--- src/rtl/core/jss_pkg.sv ---
// Shared types and constants for the Jacobi five-point stencil sweep unit.
// No dependencies; imported by jss_ctrl, jss_datapath and the top level.

package jss_pkg;

    localparam int MAX_ROW        = 1026;
    localparam int DATA_BITS      = 32;
    localparam int GAIN_BITS      = 32;
    localparam int LEN_BITS       = 11;
    localparam int CFG_INDEX_BITS = 2;
    localparam int ADDR_BITS      = $clog2(MAX_ROW);
    localparam int LEN_MIN        = 3;
    localparam int LEN_RESET      = 14;

    // Q20.12 gains: magnitude product, then drop 12 fraction bits
    localparam int GAIN_FRAC  = 12;
    localparam int SUM_BITS   = DATA_BITS + 1;
    localparam int PROD_BITS  = DATA_BITS + GAIN_BITS;
    localparam int TERM_BITS  = PROD_BITS - GAIN_FRAC;
    // two terms plus source: signed accumulator and its magnitude
    localparam int ACC_BITS   = TERM_BITS + 3;
    localparam int MAG_BITS   = ACC_BITS - 1;
    localparam int SCALE_BITS = 32;
    localparam int HI_BITS    = MAG_BITS - SCALE_BITS;

    localparam logic [MAG_BITS-1:0] NEG_LIMIT = MAG_BITS'(1) << (DATA_BITS - 1);
    localparam logic [MAG_BITS-1:0] POS_LIMIT = NEG_LIMIT - MAG_BITS'(1);
    localparam logic signed [DATA_BITS-1:0] DATA_MAX = {1'b0, {(DATA_BITS-1){1'b1}}};
    localparam logic signed [DATA_BITS-1:0] DATA_MIN = {1'b1, {(DATA_BITS-1){1'b0}}};

    typedef enum logic [CFG_INDEX_BITS-1:0] {
        CFG_ROW_LENGTH   = 2'd0,
        CFG_CENTER_SCALE = 2'd1,
        CFG_ROW_GAIN     = 2'd2,
        CFG_COL_GAIN     = 2'd3
    } cfg_index_t;

    typedef enum logic [3:0] {
        ST_IDLE,
        ST_FETCH,
        ST_ABS1,
        ST_MUL1,
        ST_MAG1,
        ST_ACC,
        ST_ABS2,
        ST_MUL2,
        ST_MAG2,
        ST_SAT,
        ST_DIFF,
        ST_ABSD,
        ST_DONE
    } jss_state_t;

    typedef struct packed {
        logic accept;
        logic fetch;
        logic load_out;
    } jss_cmd_t;

    typedef struct packed {
        logic produce;
        logic out_free;
    } jss_status_t;

endpackage

--- src/rtl/core/jss_ctrl.sv ---
// Sequencer for the stencil sweep unit: walks one cell through the datapath.
// Depends on jss_pkg.

module jss_ctrl import jss_pkg::*;
(
    input  logic        clk,
    input  logic        rst_n,
    input  logic        item_valid,
    output logic        item_stall,
    input  jss_status_t status,
    output jss_cmd_t    cmd
);

    jss_state_t state_reg;
    jss_state_t state_next;

    always_ff @(posedge clk or negedge rst_n)
    begin
        if (!rst_n)
        begin
            state_reg <= ST_IDLE;
        end
        else
        begin
            state_reg <= state_next;
        end
    end

    always_comb
    begin
        state_next   = state_reg;
        cmd.accept   = 1'b0;
        cmd.fetch    = 1'b0;
        cmd.load_out = 1'b0;
        item_stall   = 1'b1;
        unique case (state_reg)
            ST_IDLE:
            begin
                item_stall = 1'b0;
                cmd.accept = item_valid;
                if (item_valid)
                begin
                    state_next = ST_FETCH;
                end
            end
            ST_FETCH:
            begin
                // window and taps move here; cells that finish no centre stop
                cmd.fetch  = 1'b1;
                state_next = status.produce ? ST_ABS1 : ST_IDLE;
            end
            ST_ABS1: state_next = ST_MUL1;
            ST_MUL1: state_next = ST_MAG1;
            ST_MAG1: state_next = ST_ACC;
            ST_ACC:  state_next = ST_ABS2;
            ST_ABS2: state_next = ST_MUL2;
            ST_MUL2: state_next = ST_MAG2;
            ST_MAG2: state_next = ST_SAT;
            ST_SAT:  state_next = ST_DIFF;
            ST_DIFF: state_next = ST_ABSD;
            ST_ABSD: state_next = ST_DONE;
            ST_DONE:
            begin
                if (status.out_free)
                begin
                    cmd.load_out = 1'b1;
                    state_next   = ST_IDLE;
                end
            end
            default: state_next = ST_IDLE;
        endcase
    end

endmodule

--- config.mk ---
export PLATFORM = sky130hd
export DESIGN_NAME = jss_ctrl
export DESIGN_NICKNAME = d
export VERILOG_FILES = /design/src/rtl/core/jss_pkg.sv /design/src/rtl/core/jss_ctrl.sv
export SDC_FILE = /design/constraint.sdc
export NUM_CORES = 1
export LEC_CHECK = 0
export BUFFER_PORTS_ARGS = -buffer_cell sky130_fd_sc_hd__buf_2
export CELL_PAD_IN_SITES_DETAIL_PLACEMENT = 1
export CELL_PAD_IN_SITES_GLOBAL_PLACEMENT = 2
export CORE_AREA = 4 4 41 43
export CTS_CLUSTER_DIAMETER = 200
export DETAILED_ROUTE_END_ITERATION = 10
export DIE_AREA = 0 0 45 47
export GPL_TIMING_DRIVEN = 0
export MAX_ROUTING_LAYER = met4
export PLACE_DENSITY = 0.55
export SYNTH_ARGS = -nofsm -noshare
export SYNTH_HDL_FRONTEND = slang
export SYNTH_SLANG_ARGS = --single-unit
--- constraint.sdc ---
create_clock -name clk -period 1.3 [get_ports clk]
set_clock_uncertainty 0.15 [all_clocks]
set_input_delay 0.195 -clock clk [delete_from_list [all_inputs] [get_ports clk]]
set_output_delay 0.195 -clock clk [all_outputs]
set_load 0.02 [all_outputs]
; Yosys cells after proc, flatten, opt, wreduce, memory -nomap -nowiden
; Cells that the tools add are included.
[totals]
elab_cells = 26
latchBits = 0
romBits = 0
mem_count = 0
mem_bits_rw = 0
regBits = 4
output_inout_bits = 4
input_bits = 5
[op_classes]
order_cmp = 0
n_bitwise = 0
shifts = 0
add_sub_neg = 0
div_mod_pow = 0
reduce_logical = 2
n_eq_ne = 14
n_mul = 0
mux = 9
[ops]
columns = operator, count
row1 = $pmux W4 S13, 1
row2 = $eq A4 B4 Y1 const B, 5
row3 = $eq A4 B3 Y1 const B, 4
row4 = $eq A4 B2 Y1 const B, 2
row5 = $mux W4, 2
row6 = $mux W1, 5
row7 = $eq A4 B1 Y1 const B, 1
row8 = $logic_not A4 Y1, 1
row9 = $ne A2 B2 Y1 const B, 2
row10 = $mux W2, 1
row11 = $reduce_and A2 Y1, 1

; Longest topological paths before layout
[logic_depth]
word_depth = 3
mapped_depth = 3

; Worst setup path before layout
; OpenSTA, ideal clock, no wires.
[synth_timing]
kind = reg-to-output
startpoint = reg state_reg[0]
endpoint = out cmd[1] in the netlist's numbering
path_buffers = 0
arrival_time_ns = 1.232
stages_incl_launch_ff = 3
path_slack_ns = -0.277
cell_sequence = dfrtp_1 inv_1 nor4_1
[synth_lines]
columns = item, line
row1 = from (decl), jss_ctrl.sv:14  ; jss_state_t state_reg;
row2 = from (signal assigned), jss_ctrl.sv:25  ; state_reg <= state_next;
row3 = to (decl), jss_ctrl.sv:11  ; output jss_cmd_t cmd

==> qor.csv <==
metric,value,unit
"Req. time, crit path",0.95,ns
DR DRC count,0,
max-cap violations,0,
Rows,13,
"Slowest-stage cell, CP",dfrtp_1,
core area,1300,µm²
Crit path arrival time,1.18,ns
clock tree buffer depth,2,
post-synth top area share,38.8,%
share of cells above drive strength 1,75.6,%
pre-CTS setup slack,-0.128,ns
first-pass GRT wire length,1390,µm
CTS Buf Count,3,
Final Worst Setup Slack,-0.226,ns
status,"finished, violations left",
die height,47,µm
relative slew slack,83.1,%
most frequent cells in the layout,"buf_6 (8), buf_4 (6), buf_2 (4), clkbuf_4 (3), dfrtp_1 (3)",
iteration count of the initial detailed-routing pass,2,
clock slew at reported path FFs,0.04,ns
Yosys top cell by area,dfrtp_1,
CTS tree,yes,
Hold WC Path Type,input pin to flip-flop,
Max Transition Viols Final,0,
DIE AREA,2120,µm²
Fmax,655,MHz
Worst path max stage delay,0.33,ns
Initial Util,19.8,%
Total GRT Usage,10.5,%
Top delay family on crit path,simple AND/OR/NAND/NOR gates,
Worst VDD drop,0.906,mV
nets,52,
#FFs+latches synth,4,
Root Driver,clkbuf_4,
# IOs,9,
Fin Setup TNS,-0.777,ns
critical path startpoint category,flip-flop,
largest net degree at the start of global routing,10,
fin util,40.9,%
vias in the first global route,310,
detailed router's first-iteration violation count,3,
gp weighted congestion,0.660,
ANT nets after route,0,
leakage,0.232,nW
Mapped Nets,31,
Worst Max-Slew Pin Slew,0.252,ns
Port Buf Inserts,8,
Clock Latency Late Sink,0.23,ns
Most common cell on crit path,buf_6,
CP max FO,9,
Final Cell Area,532,µm²
clk sinks,4,
Ant. Diodes,0,
Wirelength per Cell,13.9,µm
initial antenna violation count,0,
"commonest non-fill, non-tap cell in the layout",buf_6,
GRT Residual Overflow,0,
vias,292,
via/cell ratio,4.87,
Yosys cell types,21,
crit path kind,flip-flop to output pin,
Post-Route WL,831,µm
"Setup violations, final",5,
failing checks,setup timing,
WP buf/inv,2,
max FFs per register,4,
Post-DP Area,332,µm²
RSZ-0062 raised after global routing,yes,
H-tree levels,1,
crit-path cells,"buf_6, and2_4, and3_4, buf_6",
warning count from the yosys run,0,
area grow syn2layout,106,%
CP endpoint kind,output pin,
mapped cell area,258,µm²
final hold vios,0,
final period utilization,117,%
sequential area share after synthesis,38.8,%
Die Width,45,µm
mean post-synth cell area,9.91,µm²
pwr/cell area,2560,nW/µm²
Final min period,1.53,ns
top area cells in the synthesized netlist,"dfrtp_1 (39%), a2111oi_2 (5.8%), and3_1 (4.9%)",
Post-Syn Instances,26,
[power breakdown]
| part | switching (W) | internal (W) |
|---|---|---|
| sequential | 0.0000484 | 0.000189 |
| clock | 0.0000494 | 0.000103 |
| combinational | 0.000453 | 0.000521 |
| total | 0.000550 | 0.000813 |
[final timing paths]
kind                                          start                       end  slack, ns  cells past startpoint
setup reg to reg           state_reg[2]$_DFFE_PN0P_  state_reg[2]$_DFFE_PN0P_      -0.03                      4
max in group asynchronous                     rst_n  state_reg[0]$_DFFE_PN0P_       0.72                      2
hold / removal                           item_valid  state_reg[0]$_DFFE_PN0P_       0.11                      3
min in group asynchronous                     rst_n  state_reg[3]$_DFFE_PN0P_       0.15                      2
setup / recovery           state_reg[3]$_DFFE_PN0P_                    cmd[0]      -0.23                      4
hold reg to reg            state_reg[0]$_DFFE_PN0P_  state_reg[0]$_DFFE_PN0P_       0.51                      2
[per-layer routing]
metal	GRT usage, %	share of wire [%]
met2	15.5	49
met3	2.30	4.3
met5	-	0
met4	10.5	4.6
met1	11.2	42
[layout make-up]
| type | instances | area [µm²] |
|---|---|---|
| inverter | 1 | 3.75 |
| timing repair buffer | 16 | 131 |
| fill | 160 | 769 |
| tap | 15 | 18.8 |
| buffer | 3 | 33.8 |
| clock buffer | 3 | 22.5 |
| multi-input combinational | 18 | 220 |
| sequential | 4 | 101 |
[kinds of logic after synthesis]
kind of cell	Yosys count	synth area share (%)
compound gates	5	17.5
buf+inv	4	10.7
flops	4	38.8
simple gates	13	33.0
[Yosys cell counts, drive strengths merged]
| master | count |
|---|---|
| dfrtp | 4 |
| buf | 3 |
| and3 | 2 |
| nor2 | 2 |
| nor4 | 2 |
| a2111oi | 1 |
| a21o | 1 |
| a311o | 1 |
| and2 | 1 |
| and3b | 1 |
| and4b | 1 |
| inv | 1 |
| nand2 | 1 |
| nor3 | 1 |
| nor3b | 1 |
| nor4b | 1 |
| o21ai | 1 |
| o31ai | 1 |
[stage by stage]
step | hold WS (ns) | total power [W] | instances
floorplan | -0.251 | 0.000647 | 26
global placement | -0.150 | 0.000754 | 49
detailed placement | -0.142 | 0.000765 | 49
CTS | 0.104 | 0.00124 | 60
global route | 0.137 | 0.00146 | 60
finish | 0.115 | 0.00136 | 60
[worst register-to-register path, stage by stage (launching register included)]
cell and delay, ns:
dfrtp_1 0.37, buf_6 0.13, buf_6 0.12, nor3b_1 0.13, a311o_1 0.31
[timing repair]
action	4_1_cts	5_1_grt
hold endpoints to repair	4	0
pin swaps	5	3
hold buffers	1	0
gates cloned	0	0
setup endpoints to repair	4	7
gates resized for setup	20	7
buffers inserted	7	1
Note: power is estimated with default switching activity, not from simulation.
